==> src/rtl/core/assert_macros.svh <==
// Assertion macros for the checked RTL of the patch applier.
`ifndef ASSERT_MACROS_SVH
`define ASSERT_MACROS_SVH

// Clocked property with the reset as disable condition.
`define BDPA_ASSERT(label, prop) \
  label: assert property (@(posedge clk_i) disable iff (!rst_ni) (prop)) \
    else $error("bdpa assertion failed");

// Same-cycle implication.
`define BDPA_ASSERT_IMP(label, ante, cons) \
  `BDPA_ASSERT(label, (ante) |-> (cons))

// Next-cycle implication.
`define BDPA_ASSERT_NXT(label, ante, cons) \
  `BDPA_ASSERT(label, (ante) |=> (cons))

`endif

==> src/rtl/core/bdpa_pkg.sv <==
// Types, codes and constants of the binary delta patch applier.
package bdpa_pkg;

  localparam int unsigned ADDR_W       = 24;
  localparam int unsigned POS_BITS_DEF = 24;
  localparam int unsigned CFG_IDX_W    = 2;
  localparam int unsigned CW_W         = 64;
  localparam int unsigned SIGN_BIT     = CW_W - 1;

  typedef enum logic [1:0] {
    REQ_CTRL  = 2'd0,
    REQ_DIFF  = 2'd1,
    REQ_EXTRA = 2'd2,
    REQ_START = 2'd3
  } req_e;

  typedef enum logic [1:0] {
    KIND_CTRL  = 2'd0,
    KIND_DIFF  = 2'd1,
    KIND_EXTRA = 2'd2,
    KIND_DONE  = 2'd3
  } kind_e;

  typedef enum logic [2:0] {
    ERR_NONE     = 3'd0,
    ERR_KIND     = 3'd1,
    ERR_LEN      = 3'd2,
    ERR_OLD      = 3'd3,
    ERR_TOO_BIG  = 3'd4,
    ERR_VALUE    = 3'd5
  } err_e;

  typedef enum logic [CFG_IDX_W-1:0] {
    CFG_SECT_LEN = 2'd0,
    CFG_OLD_LEN  = 2'd1,
    CFG_MAX_SIZE = 2'd2
  } cfg_idx_e;

  typedef struct packed {
    logic [ADDR_W-1:0] sect_len;
    logic [ADDR_W-1:0] old_len;
    logic [ADDR_W-1:0] max_size;
  } cfg_t;

  typedef struct packed {
    logic [1:0]      req_type;
    logic [CW_W-1:0] control_word;
    logic [7:0]      data_byte;
    logic [7:0]      old_byte;
  } item_t;

  typedef struct packed {
    logic [7:0]        new_byte;
    logic              byte_valid;
    logic [ADDR_W-1:0] new_addr;
    logic [ADDR_W-1:0] old_addr;
    kind_e             expect_kind;
    err_e              error_code;
  } res_t;

endpackage

==> src/rtl/core/bdpa_if.sv <==
// Valid/ready channel interfaces for patch items and produced bytes.
interface bdpa_in_if;
  logic        valid;
  logic        ready;
  logic [1:0]  req_type;
  logic [63:0] control_word;
  logic [7:0]  data_byte;
  logic [7:0]  old_byte;

  modport source (output valid, req_type, control_word, data_byte, old_byte, input ready);
  modport sink   (input valid, req_type, control_word, data_byte, old_byte, output ready);
endinterface

interface bdpa_out_if;
  logic        valid;
  logic        ready;
  logic [7:0]  new_byte;
  logic        byte_valid;
  logic [23:0] new_addr;
  logic [23:0] old_addr;
  logic [1:0]  expect_kind;
  logic [2:0]  error_code;

  modport source (output valid, new_byte, byte_valid, new_addr, old_addr, expect_kind,
                  error_code, input ready);
  modport sink   (input valid, new_byte, byte_valid, new_addr, old_addr, expect_kind,
                  error_code, output ready);
endinterface

==> src/rtl/core/bdpa_cfg.sv <==
// Configuration registers of the patch applier.
module bdpa_cfg (
  input  logic                                 clk_i,
  input  logic                                 rst_ni,
  input  logic                                 we_i,
  input  logic [bdpa_pkg::CFG_IDX_W-1:0]       idx_i,
  input  logic [bdpa_pkg::ADDR_W-1:0]          wdata_i,
  output bdpa_pkg::cfg_t                       cfg_o
);

  bdpa_pkg::cfg_t cfg_q, cfg_d;

  always_comb begin
    cfg_d = cfg_q;
    if (we_i) begin
      unique case (bdpa_pkg::cfg_idx_e'(idx_i))
        bdpa_pkg::CFG_SECT_LEN: cfg_d.sect_len = wdata_i;
        bdpa_pkg::CFG_OLD_LEN:  cfg_d.old_len  = wdata_i;
        bdpa_pkg::CFG_MAX_SIZE: cfg_d.max_size = wdata_i;
        default: ;
      endcase
    end
  end

  always_ff @(posedge clk_i or negedge rst_ni) begin
    if (!rst_ni) begin
      cfg_q.sect_len <= '0;
      cfg_q.old_len  <= '0;
      cfg_q.max_size <= '1;
    end else begin
      cfg_q <= cfg_d;
    end
  end

  assign cfg_o = cfg_q;

endmodule

==> src/rtl/core/bdpa_step.sv <==
// Section state and the per-item update of the patch applier.
module bdpa_step #(
  parameter int unsigned POS_BITS = bdpa_pkg::POS_BITS_DEF
) (
  input  logic           clk_i,
  input  logic           rst_ni,
  input  logic           fire_i,
  input  bdpa_pkg::item_t item_i,
  input  bdpa_pkg::cfg_t  cfg_i,
  output bdpa_pkg::res_t  res_o
);

  localparam int unsigned AW = bdpa_pkg::ADDR_W;
  localparam int unsigned LW = POS_BITS;
  localparam int unsigned MW = (POS_BITS > AW) ? POS_BITS : AW;
  localparam int unsigned SW = MW + 1;
  // Old position is two's complement; the seek may push it below zero.
  localparam int unsigned OW = MW + 2;
  localparam int unsigned SB = bdpa_pkg::SIGN_BIT;

  typedef enum logic [4:0] {
    PH_IDLE  = 5'b00001,
    PH_CTRL  = 5'b00010,
    PH_DIFF  = 5'b00100,
    PH_EXTRA = 5'b01000,
    PH_DONE  = 5'b10000
  } phase_e;

  phase_e            phase_q, phase_d;
  logic [1:0]        cidx_q, cidx_d;
  logic [LW-1:0]     diff_left_q, diff_left_d;
  logic [LW-1:0]     extra_left_q, extra_left_d;
  logic [OW-1:0]     seek_q, seek_d;
  logic [AW-1:0]     new_pos_q, new_pos_d;
  logic [OW-1:0]     old_pos_q, old_pos_d;
  bdpa_pkg::err_e    err_q, err_d;

  bdpa_pkg::kind_e   want, expect_k;
  logic [LW-1:0]     mag;
  logic              big, neg, is_ctrl;
  logic [OW-1:0]     seek_w, ad_old, ad_seek, ad_old_next;
  logic [AW-1:0]     np1, ad_np;
  logic [LW-1:0]     dl1, el1;
  logic              ad_over, ad_done, tr_new_over, tr_old_over;

  function automatic bdpa_pkg::kind_e kind_of(phase_e ph);
    bdpa_pkg::kind_e k;
    unique case (ph)
      PH_CTRL:  k = bdpa_pkg::KIND_CTRL;
      PH_DIFF:  k = bdpa_pkg::KIND_DIFF;
      PH_EXTRA: k = bdpa_pkg::KIND_EXTRA;
      default:  k = bdpa_pkg::KIND_DONE;
    endcase
    return k;
  endfunction

  always_comb begin
    mag     = item_i.control_word[LW-1:0];
    big     = |item_i.control_word[SB-1:LW];
    // A negative zero is treated as zero.
    neg     = item_i.control_word[SB] && (mag != '0);
    seek_w  = neg ? (OW'(0) - OW'(mag)) : OW'(mag);
    is_ctrl = (item_i.req_type == bdpa_pkg::REQ_CTRL);
    np1     = new_pos_q + AW'(1);
    dl1     = diff_left_q - LW'(1);
    el1     = extra_left_q - LW'(1);

    // Shared end-of-diff logic: entered from the third control word or the last diff beat.
    ad_np       = is_ctrl ? new_pos_q : np1;
    ad_old      = is_ctrl ? old_pos_q : old_pos_q + OW'(1);
    ad_seek     = is_ctrl ? seek_w : seek_q;
    ad_over     = (SW'(ad_np) + SW'(extra_left_q)) > SW'(cfg_i.sect_len);
    ad_done     = ad_np >= cfg_i.sect_len;
    ad_old_next = ad_old + ad_seek;

    tr_new_over = (SW'(new_pos_q) + SW'(diff_left_q)) > SW'(cfg_i.sect_len);
    tr_old_over = old_pos_q[OW-1] ||
                  ((old_pos_q + OW'(diff_left_q)) > OW'(cfg_i.old_len));
  end

  always_comb begin
    phase_d      = phase_q;
    cidx_d       = cidx_q;
    diff_left_d  = diff_left_q;
    extra_left_d = extra_left_q;
    seek_d       = seek_q;
    new_pos_d    = new_pos_q;
    old_pos_d    = old_pos_q;
    err_d        = err_q;
    want         = kind_of(phase_q);

    res_o = '0;

    if (err_q == bdpa_pkg::ERR_NONE) begin
      if (item_i.req_type != 2'(want)) begin
        err_d = bdpa_pkg::ERR_KIND;
      end else begin
        unique case (bdpa_pkg::req_e'(item_i.req_type))
          bdpa_pkg::REQ_START: begin
            if (cfg_i.sect_len > cfg_i.max_size) begin
              err_d = bdpa_pkg::ERR_TOO_BIG;
            end else begin
              new_pos_d    = '0;
              old_pos_d    = '0;
              cidx_d       = '0;
              diff_left_d  = '0;
              extra_left_d = '0;
              seek_d       = '0;
              phase_d      = (cfg_i.sect_len == '0) ? PH_DONE : PH_CTRL;
            end
          end
          bdpa_pkg::REQ_CTRL: begin
            if (big) begin
              err_d = bdpa_pkg::ERR_VALUE;
            end else if (cidx_q != 2'd2 && neg) begin
              err_d = bdpa_pkg::ERR_LEN;
            end else if (cidx_q == 2'd0) begin
              diff_left_d = mag;
              cidx_d      = 2'd1;
            end else if (cidx_q == 2'd1) begin
              extra_left_d = mag;
              cidx_d       = 2'd2;
            end else begin
              seek_d = seek_w;
              cidx_d = 2'd0;
              if (tr_new_over) begin
                err_d = bdpa_pkg::ERR_LEN;
              end else if (tr_old_over) begin
                err_d = bdpa_pkg::ERR_OLD;
              end else if (diff_left_q != '0) begin
                phase_d = PH_DIFF;
              end else if (ad_over) begin
                err_d = bdpa_pkg::ERR_LEN;
              end else if (extra_left_q != '0) begin
                phase_d = PH_EXTRA;
              end else begin
                old_pos_d = ad_old_next;
                phase_d   = ad_done ? PH_DONE : PH_CTRL;
              end
            end
          end
          bdpa_pkg::REQ_DIFF: begin
            res_o.new_byte   = item_i.data_byte + item_i.old_byte;
            res_o.byte_valid = 1'b1;
            res_o.new_addr   = new_pos_q;
            new_pos_d        = np1;
            old_pos_d        = ad_old;
            diff_left_d      = dl1;
            if (dl1 == '0) begin
              if (ad_over) begin
                err_d = bdpa_pkg::ERR_LEN;
              end else if (extra_left_q != '0) begin
                phase_d = PH_EXTRA;
              end else begin
                old_pos_d = ad_old_next;
                phase_d   = ad_done ? PH_DONE : PH_CTRL;
              end
            end
          end
          default: begin
            res_o.new_byte   = item_i.data_byte;
            res_o.byte_valid = 1'b1;
            res_o.new_addr   = new_pos_q;
            new_pos_d        = np1;
            extra_left_d     = el1;
            if (el1 == '0) begin
              old_pos_d = old_pos_q + seek_q;
              phase_d   = (np1 >= cfg_i.sect_len) ? PH_DONE : PH_CTRL;
            end
          end
        endcase
      end
    end

    expect_k = (err_d != bdpa_pkg::ERR_NONE) ? bdpa_pkg::KIND_DONE : kind_of(phase_d);
    res_o.expect_kind = expect_k;
    res_o.error_code  = err_d;
    if (expect_k == bdpa_pkg::KIND_DIFF && !old_pos_d[OW-1]) begin
      res_o.old_addr = old_pos_d[AW-1:0];
    end
  end

  always_ff @(posedge clk_i or negedge rst_ni) begin
    if (!rst_ni) begin
      phase_q      <= PH_IDLE;
      cidx_q       <= '0;
      diff_left_q  <= '0;
      extra_left_q <= '0;
      seek_q       <= '0;
      new_pos_q    <= '0;
      old_pos_q    <= '0;
      err_q        <= bdpa_pkg::ERR_NONE;
    end else if (fire_i) begin
      phase_q      <= phase_d;
      cidx_q       <= cidx_d;
      diff_left_q  <= diff_left_d;
      extra_left_q <= extra_left_d;
      seek_q       <= seek_d;
      new_pos_q    <= new_pos_d;
      old_pos_q    <= old_pos_d;
      err_q        <= err_d;
    end
  end

endmodule

==> src/rtl/core/binary_delta_patch_applier.sv <==
// Items pass through the input register and then the output register; a stalled output holds the input register.
// Throughput: one item per cycle unless the output stalls; section state updates once per item in a single pass.
// The input register frees whenever the output register is empty or taken in the same cycle.
// Reset (async, active low) clears the section state, the error and both registers' valid flags.
// After reset the block waits for a start item; max_section_size resets to all ones.
`include "assert_macros.svh"

module binary_delta_patch_applier #(
  parameter int unsigned POS_BITS = bdpa_pkg::POS_BITS_DEF
) (
  input  logic                           clk_i,
  input  logic                           rst_ni,
  input  logic                           cfg_we_i,
  input  logic [bdpa_pkg::CFG_IDX_W-1:0] cfg_idx_i,
  input  logic [bdpa_pkg::ADDR_W-1:0]    cfg_wdata_i,
  bdpa_in_if.sink                        in_i,
  bdpa_out_if.source                     out_o
);

  bdpa_pkg::cfg_t  cfg;
  bdpa_pkg::item_t s1_item_q;
  bdpa_pkg::res_t  step_res, out_res_q;
  logic            s1_valid_q, s1_valid_d;
  logic            out_valid_q, out_valid_d;
  logic            in_fire, advance;

  bdpa_cfg u_cfg (
    .clk_i   (clk_i),
    .rst_ni  (rst_ni),
    .we_i    (cfg_we_i),
    .idx_i   (cfg_idx_i),
    .wdata_i (cfg_wdata_i),
    .cfg_o   (cfg)
  );

  bdpa_step #(.POS_BITS(POS_BITS)) u_step (
    .clk_i  (clk_i),
    .rst_ni (rst_ni),
    .fire_i (advance),
    .item_i (s1_item_q),
    .cfg_i  (cfg),
    .res_o  (step_res)
  );

  assign advance    = s1_valid_q && (!out_valid_q || out_o.ready);
  assign in_i.ready = !s1_valid_q || advance;
  assign in_fire    = in_i.valid && in_i.ready;

  always_comb begin
    s1_valid_d = s1_valid_q;
    if (in_fire) begin
      s1_valid_d = 1'b1;
    end else if (advance) begin
      s1_valid_d = 1'b0;
    end
    out_valid_d = out_valid_q;
    if (advance) begin
      out_valid_d = 1'b1;
    end else if (out_o.ready) begin
      out_valid_d = 1'b0;
    end
  end

  always_ff @(posedge clk_i or negedge rst_ni) begin
    if (!rst_ni) begin
      s1_valid_q  <= 1'b0;
      out_valid_q <= 1'b0;
    end else begin
      s1_valid_q  <= s1_valid_d;
      out_valid_q <= out_valid_d;
    end
  end

  always_ff @(posedge clk_i) begin
    if (in_fire) begin
      s1_item_q.req_type     <= in_i.req_type;
      s1_item_q.control_word <= in_i.control_word;
      s1_item_q.data_byte    <= in_i.data_byte;
      s1_item_q.old_byte     <= in_i.old_byte;
    end
    if (advance) begin
      out_res_q <= step_res;
    end
  end

  assign out_o.valid       = out_valid_q;
  assign out_o.new_byte    = out_res_q.new_byte;
  assign out_o.byte_valid  = out_res_q.byte_valid;
  assign out_o.new_addr    = out_res_q.new_addr;
  assign out_o.old_addr    = out_res_q.old_addr;
  assign out_o.expect_kind = out_res_q.expect_kind;
  assign out_o.error_code  = out_res_q.error_code;

  // A byte comes with no error, or with the overrun found at the last diff beat.
  `BDPA_ASSERT_IMP(a_byte_err, out_valid_q && out_res_q.byte_valid, (out_res_q.error_code == bdpa_pkg::ERR_NONE) || (out_res_q.error_code == bdpa_pkg::ERR_LEN))
  // An error always parks the block: the expected kind reads done, and only a reset clears the error.
  `BDPA_ASSERT_IMP(a_err_parks, out_valid_q && (out_res_q.error_code != bdpa_pkg::ERR_NONE), out_res_q.expect_kind == bdpa_pkg::KIND_DONE)
  // The old address is only reported while diff beats are expected.
  `BDPA_ASSERT_IMP(a_old_addr_diff, out_valid_q && (out_res_q.old_addr != '0), out_res_q.expect_kind == bdpa_pkg::KIND_DIFF)
  // A processed item always lands in the output register.
  `BDPA_ASSERT_NXT(a_adv_out, advance, out_valid_q)

endmodule
==> src/flat_wrapper.sv <==
// flat-port wrapper written by rule: the top's interface ports become plain ports
module binary_delta_patch_applier_flat 
#(
  parameter int unsigned POS_BITS = bdpa_pkg::POS_BITS_DEF
)
  (clk_i, rst_ni, cfg_we_i, cfg_idx_i, cfg_wdata_i, in_i_valid, in_i_req_type, in_i_control_word, in_i_data_byte, in_i_old_byte, in_i_ready, out_o_valid, out_o_new_byte, out_o_byte_valid, out_o_new_addr, out_o_old_addr, out_o_expect_kind, out_o_error_code, out_o_ready);
  bdpa_in_if in_i_i ();
  bdpa_out_if out_o_i ();
  input  logic clk_i;
  input  logic rst_ni;
  input  logic cfg_we_i;
  input  logic [bdpa_pkg::CFG_IDX_W-1:0] cfg_idx_i;
  input  logic [bdpa_pkg::ADDR_W-1:0] cfg_wdata_i;
  input wire logic [$bits(in_i_i.valid)-1:0] in_i_valid;
  input wire logic [$bits(in_i_i.req_type)-1:0] in_i_req_type;
  input wire logic [$bits(in_i_i.control_word)-1:0] in_i_control_word;
  input wire logic [$bits(in_i_i.data_byte)-1:0] in_i_data_byte;
  input wire logic [$bits(in_i_i.old_byte)-1:0] in_i_old_byte;
  output wire logic [$bits(in_i_i.ready)-1:0] in_i_ready;
  output wire logic [$bits(out_o_i.valid)-1:0] out_o_valid;
  output wire logic [$bits(out_o_i.new_byte)-1:0] out_o_new_byte;
  output wire logic [$bits(out_o_i.byte_valid)-1:0] out_o_byte_valid;
  output wire logic [$bits(out_o_i.new_addr)-1:0] out_o_new_addr;
  output wire logic [$bits(out_o_i.old_addr)-1:0] out_o_old_addr;
  output wire logic [$bits(out_o_i.expect_kind)-1:0] out_o_expect_kind;
  output wire logic [$bits(out_o_i.error_code)-1:0] out_o_error_code;
  input wire logic [$bits(out_o_i.ready)-1:0] out_o_ready;
  assign in_i_i.valid = in_i_valid;
  assign in_i_i.req_type = in_i_req_type;
  assign in_i_i.control_word = in_i_control_word;
  assign in_i_i.data_byte = in_i_data_byte;
  assign in_i_i.old_byte = in_i_old_byte;
  assign in_i_ready = in_i_i.ready;
  assign out_o_valid = out_o_i.valid;
  assign out_o_new_byte = out_o_i.new_byte;
  assign out_o_byte_valid = out_o_i.byte_valid;
  assign out_o_new_addr = out_o_i.new_addr;
  assign out_o_old_addr = out_o_i.old_addr;
  assign out_o_expect_kind = out_o_i.expect_kind;
  assign out_o_error_code = out_o_i.error_code;
  assign out_o_i.ready = out_o_ready;
  binary_delta_patch_applier #(.POS_BITS(POS_BITS)) u_core (.clk_i(clk_i), .rst_ni(rst_ni), .cfg_we_i(cfg_we_i), .cfg_idx_i(cfg_idx_i), .cfg_wdata_i(cfg_wdata_i), .in_i(in_i_i), .out_o(out_o_i));
endmodule
==> config.mk <==
export PLATFORM = sky130hd
export DESIGN_NAME = binary_delta_patch_applier_flat
export DESIGN_NICKNAME = d
export VERILOG_FILES = /design/src/rtl/core/bdpa_pkg.sv /design/src/rtl/core/bdpa_if.sv /design/src/rtl/core/bdpa_cfg.sv /design/src/rtl/core/bdpa_step.sv /design/src/rtl/core/binary_delta_patch_applier.sv /design/src/flat_wrapper.sv
export VERILOG_INCLUDE_DIRS = /design/src /design/src/rtl/core
export SDC_FILE = /design/constraint.sdc
export NUM_CORES = 1
export LEC_CHECK = 0
export BUFFER_PORTS_ARGS = -buffer_cell sky130_fd_sc_hd__buf_2
export CAP_MARGIN = 20
export CORE_ASPECT_RATIO = 1.4
export CORE_MARGIN = 5
export CORE_UTILIZATION = 33
export DETAILED_ROUTE_END_ITERATION = 7
export PLACE_DENSITY = 0.54
export SYNTH_ARGS = -nofsm -noshare
export SYNTH_HDL_FRONTEND = slang
export SYNTH_SLANG_ARGS = --single-unit
==> constraint.sdc <==
create_clock -name clk_i -period 21.5 [get_ports clk_i]
set_input_delay 1.075 -clock clk_i [delete_from_list [all_inputs] [get_ports clk_i]]
set_output_delay 1.075 -clock clk_i [all_outputs]
set_load 0.05 [all_outputs]
**Word-level counts from Yosys, hierarchy flattened**

Cells that the tools add are included.

- Muxes and demuxes: 83
- Add/subtract/negate cells: 11
- Equal/unequal tests: 26
- Reductions and logical operators: 39
- Bitwise logic cells: 4
- Magnitude comparators: 6

Operators by type and width:

| cell | number |
|---|---|
| 26-bit 2-to-1 mux | 24 |
| 24-bit 2-to-1 mux | 9 |
| 24-bit case mux with 3 select lines | 2 |
| 5-bit 2-to-1 mux | 17 |
| 26-bit case mux with 3 select lines | 1 |
| 24-bit zero test | 3 |
| 24-bit nonzero test | 3 |
| 33-bit case mux with 2 select lines | 1 |
| 26-bit adder | 2 |
| 26-bit case mux with 2 select lines | 1 |
| 24-bit by 24-bit adder with 25-bit output | 2 |
| 25-bit by 24-bit greater-than comparator with 1-bit output | 2 |
| 24-bit greater-or-equal comparator | 2 |
| 24-bit case mux with 2 select lines | 1 |
| 24-bit by 1-bit subtractor with 24-bit output (second input constant) | 2 |
| 39-bit OR reduction | 1 |
| 3-bit 2-to-1 mux | 12 |
| 26-bit by 1-bit adder with 26-bit output (second input constant) | 1 |
| 26-bit by 24-bit adder with 26-bit output | 1 |
| 26-bit by 24-bit greater-than comparator with 1-bit output | 1 |
| 1-bit by 24-bit subtractor with 25-bit output (first input constant) | 1 |
| 24-bit by 1-bit adder with 24-bit output (second input constant) | 1 |
| 24-bit greater-than comparator | 1 |
| 2-bit inequality test (second input constant) | 11 |
| other kinds (30) | 67 |

- Output and inout port bits: 64
- Bits of input ports: 113
- Logic and storage cells: 193
- Flip-flop bits (word level): 352

**Longest topological paths before layout**

- Depth in word-level cells: 21
- Gate-level depth with buffers: 37
- Depth with buffers taken out: 33

**Hierarchy**

From an unflattened synthesis, not the netlist that was laid out.

- Cells, all modules: 3187
- Area, all modules: 28433.5 sq um

By module, submodules not included:

| module | cells each | area each (sq um) | instances | seq. area each (sq um) |
|---|---|---|---|---|
| bdpa_step | 2882 | 21256.6 | 1 | 3329.4 |
| binary_delta_patch_applier | 152 | 4428.0 | 1 | 4374.2 |
| bdpa_cfg | 153 | 2748.9 | 1 | 1831.8 |

**Least setup slack after synthesis**

No wires, ideal clock.

- Kind: register to register
- Start point: register u_core.s1_item_q[80] (netlist name)
- End point: register u_core.out_res_q (netlist bit u_core.out_o.old_addr[2]), data pin
- Cell stages (with the launch flop): 34
- Period minus slack after synthesis: 7.628 ns
- Data required time: 21.224 ns
- Arrival: 7.352 ns
- Buffers on the path: 6
- Library setup time: 0.276 ns
- Setup slack: 13.872 ns
- Cells stage by stage: edfxtp_1 inv_1 ha_1 clkbuf_1 clkbuf_1 clkbuf_1 buf_1 buf_1 o21ai_0 ha_1 a21o_1 a21oi_1 o21bai_1 a21o_1 a21oi_1 o221ai_1 o41a_1 a21oi_1 a211oi_1 o31a_1 o31a_1 ha_1 nand4_1 nor4_1 a21oi_1 o22ai_1 inv_1 nor4_1 buf_2 mux2_2 a32oi_1 nor2_1 a2111oi_0 nor3_1

- Longest elaborated chain between the ends: 21

Ends and longest elaborated chain:

| element | RTL line | text |
|---|---|---|
| from (decl) | binary_delta_patch_applier.sv:21 | `bdpa_pkg::item_t s1_item_q;` |
| branches (longest 21 deep; another with 24-bit by 24-bit adder with 25-bit output) | - |  |
| to (signal assigned) | binary_delta_patch_applier.sv:82 | `out_res_q <= step_res;` |
| to (decl) | binary_delta_patch_applier.sv:22 | `bdpa_pkg::res_t step_res, out_res_q;` |

Parallel ways; which one is timed is not known. The select of a mux whose other input is x is not followed.
A chain may end at the register's enable or synchronous reset.

**Worst setup path in the final report**

- Start point: register u_core.u_step.new_pos_q[0]
- End point: register u_core.out_res_q (netlist bit u_core.out_o.old_addr[1]), data pin

- Longest elaborated chain between the ends: 21

Ends and longest elaborated chain:

| element | RTL line | text |
|---|---|---|
| from (decl) | bdpa_step.sv:34 | `logic [AW-1:0] new_pos_q, new_pos_d;` |
| from (signal assigned) | bdpa_step.sv:199 | `new_pos_q <= new_pos_d;` |
| branches (longest 21 deep; another with 24-bit by 24-bit adder with 25-bit output) | - |  |

Parallel ways; which one is timed is not known. The select of a mux whose other input is x is not followed.

==> results.md <==
- Actual slew at the worst max-slew pin: roughly 1.1 ns
- DR DRC count: 0
- MaxCap Viol Count: 0
- Clock tree from TritonCTS: yes
- Vias in the first global route: between 20000 and 30000
- Synthesis-stage register bit count: between 300 and 400
- Final setup fails: 0
- Clk sink count: 351
- Final Max Slew Viols: 0
- Post-DP Area: roughly 30000 um^2
- Synth Flop Type: dfrtp_1
- Critical Path RT: roughly 22 ns
- Post-route ant nets: 0
- Post_cts resized: 0
- Multi-input logic area: between 15000 and 20000 um^2
- Rel. slew slack: 0.274
- Cell count after placement: about 4300
- Setup TNS: 0 ns
- Critical path class: flop to flop
- Die Width: roughly 260 um
- Async SR Flop Fraction: 0.590
- Clock buffer depth: 3
- Layout cells sized above 1: 0.123
- Top cells by area, synth: dfrtp_1 16%, edfxtp_1 15%, ha_1 13%, a21oi_1 4.4%, o21ai_0 4.3%
- Yosys warnings: 0
- Root Buffer: clkbuf_16
- Cell Rows: between 100 and 150
- Max Fclk: ~0.11 GHz
- Non-Filler Instances: between 4000 and 5000
- LEAKAGE: approximately 14 nW
- N_diodes: 0
- Initial antenna violation count: 7
- First-pass GRT wire length: 161000 um
- Total CTS buffers: 41
- Fin nets: between 3000 and 4000
- Initial Util: 0.333
- Clock latency on the worst-skew pair: ~0.59 ns
- Fill cell count: 8622
- GR Util met2: 0.417
- 1st-iter DRT viols: just over 2000
- Final hold vios: 0
- Core area: ~84000 um^2
- Startpoint types: flop
- Core Util, Final: 0.375
- Hold_buf cts: 0
- Post-Route WL: 109000 um
- Slowest Stage Delay on Critical Path: around 0.64 ns
- Cell with the largest stage delay on the worst path: nand4_2
- DP HPWL: approximately 84000 um
- Crit path DAT: approximately 9.4 ns
- Max FO, Critical Path: 24
- Register area share after synthesis: 0.340
- Total global routing overflow: 0
- Setup ws final: around 12 ns
- Buffers on Ports: approximately 180
- P per Cell Area: around 60 nW/um^2
- Total GRT Usage: 0.230
- Die Footprint: about 91000 um^2
- Vias: roughly 26000
- Largest net degree at the start of global routing: roughly 110
- GRT met3 Usage: 0.0310
- Fin area: roughly 32000 um^2
- Top Usage Layer GRT: met2
- Post-CTS Setup Bufs: 0
- Skew final: around 0.018 ns
- Status: complete, no violations
- Worst-path clk slew: about 0.060 ns
- Distinct cells, synth: 93
- Tcrit/Tclk final: 0.422
- Post-synth top area share: 0.162
- Pre-antenna DRT Iters: 6
- Net Count, Synth: roughly 3600
- Top-Level Pins: 177
- Routed wire length per instance: roughly 25 um
- Post-synth EDFFs: roughly 140
- Synth-to-Final Area Change: 12.7%
- Register area: roughly 9500 um^2
- Via density: 5.82
- Tmin final: a little over 9 ns
- Peak VDD IR: between 0.05 and 0.06 mV
- Pre-CTS setup slack: between 10 and 15 ns
- GPL Wtd Cong: slightly below 1
- Cell taking the most area after synthesis: dfrtp_1
- Synth Cell Area: around 28000 um^2
- Worst min-delay path category: primary input to async pin
- CTS HTree Levels: 2
- Worst Setup End Kind: flop
- Cells after Synth: roughly 3200
- Avg Cell Area, Syn: 8.90 um^2
- Met1 Use GR: 0.246
- RSZ-0062 raised after global routing: no
- Die height: 355 um
cell usage after synthesis, types with 8 or more instances:
cell type,number
nor3_1,91
and2_1,51
xor2_1,72
nand2_1,260
o21bai_1,18
nor2_1,204
buf_2,8
clkbuf_1,119
dfstp_2,25
buf_1,11
and3_1,38
o211ai_1,25
a21oi_1,247
a32oi_1,25
nand3_1,72
o31ai_1,41
mux2i_1,14
dfrtp_1,182
a21o_1,69
nor4_1,46
o31a_1,11
o22ai_1,19
or2_2,13
a31oi_1,21
ha_1,290
or4_1,14
edfxtp_1,144
a2111oi_0,9
inv_1,164
xnor2_1,132
o41ai_1,9
o21a_1,34
mux2_2,56
nand4_1,62
a211o_1,11
nor2b_1,23
a211oi_1,30
a22oi_1,25
nand3b_1,14
a22o_1,23
o21ai_0,243
or3_1,18
nor3b_1,8
nand2b_1,29
critical path: cells and delay by family, from the launching register on:
| family | cells | cell delay, ns |
|---|---|---|
| xor+xnor | 2 | 0.50 |
| fa+ha+maj | 3 | 1.01 |
| compound gates | 11 | 3.40 |
| flops | 1 | 0.52 |
| simple gates | 11 | 2.96 |
| buf+inv | 2 | 0.47 |
per-layer routing:
layer	up-vias	part of all wire
met5	-	0
met4	0	0.088
met3	379	0.049
met2	956	0.50
met1	12300	0.36
li1	12000	-
flip-flops by register name (all words and copies together) (netlist names), 2 cells and up:
| register | count |
|---|---|
| u_core.s1_item_q | 82 |
| u_core.u_cfg.cfg_o | 72 |
| u_core.u_step.old_pos_q | 26 |
| u_core.u_step.seek_q | 25 |
| u_core.out_o.new_addr | 24 |
| u_core.out_o.old_addr | 24 |
| u_core.u_step.diff_left_q | 24 |
| u_core.u_step.extra_left_q | 24 |
| u_core.u_step.new_pos_q | 24 |
| u_core.out_o.new_byte | 8 |
| u_core.u_step.phase_q | 5 |
| u_core.out_o.error_code | 3 |
| u_core.u_step.err_q | 3 |
| u_core.out_o.expect_kind | 2 |
| u_core.u_step.cidx_q | 2 |
cells by family (layout without fill, tap and decap cells):
| family | Yosys count | after routing | share of synthesized area |
|---|---|---|---|
| multiplexers | 71 | 71 | 0.0280 |
| AND/OR/NAND/NOR | 981 | 981 | 0.177 |
| XOR/XNOR | 204 | 204 | 0.0636 |
| AO/OA/AOI/OAI | 945 | 945 | 0.216 |
| adder cells (fa/ha/maj) | 296 | 296 | 0.134 |
| flip-flops | 351 | 351 | 0.340 |
| buffers and inverters | 308 | 464 | 0.0421 |
placed cells by master, fill, tap and decap left out, drive strengths merged, types with 42 or more instances in the layout:
cell / n
mux2: 57
xor2: 72
clkbuf: 58
and2: 52
nor2: 204
a21o: 69
xnor2: 132
buf: 221
a21oi: 247
inv: 169
nand3: 72
ha: 290
nor3: 92
o21ai: 248
nor4: 53
edfxtp: 144
o31ai: 42
dfrtp: 182
nand2: 260
nand4: 63
through the flow:
step                      power [mW]  hold slack, ns
final                           1.87           0.487
after global routing            1.95           0.518
after CTS                       1.89           0.469
after detailed placement        1.11           0.479
after global placement          1.11           0.475
after floorplan                0.981           0.457
path summary, 6_finish.rpt:
check | slack [ns] | from | cells past startpoint | endpoint
min reg2reg | 0.50 | u_core.s1_valid_q | 1 | u_core.out_o.valid
max in group asynchronous | 19.52 | rst_ni | 2 | u_core.u_cfg.cfg_o[57]
min | 0.49 | rst_ni | 1 | u_core.u_step.extra_left_q[7]
min in group clk_i | 0.50 | u_core.s1_valid_q | 1 | u_core.out_o.valid
max reg2reg | 12.43 | u_core.u_step.new_pos_q[0] | 29 | u_core.out_o.old_addr[1]
max | 12.43 | u_core.u_step.new_pos_q[0] | 29 | u_core.out_o.old_addr[1]
layout make-up:
cell class | count | area share
Sequential cell | 351 | 0.301
Clock inverter | 18 | 0.00830
Tap cell | 1088 | 0.0430
Inverter | 167 | 0.0198
Timing Repair Buffer | 221 | 0.0401
Clock buffer | 58 | 0.0374
Multi-Input combinational cell | 2497 | 0.550
power by group:
group	internal [mW]	leakage (nW)	switching [mW]	total, mW
clock network	0.450	0.702	0.315	0.765
logic	0.105	9.02	0.213	0.318
registers	0.750	4.03	0.0326	0.783
Note: power is estimated with default switching activity, not from simulation.
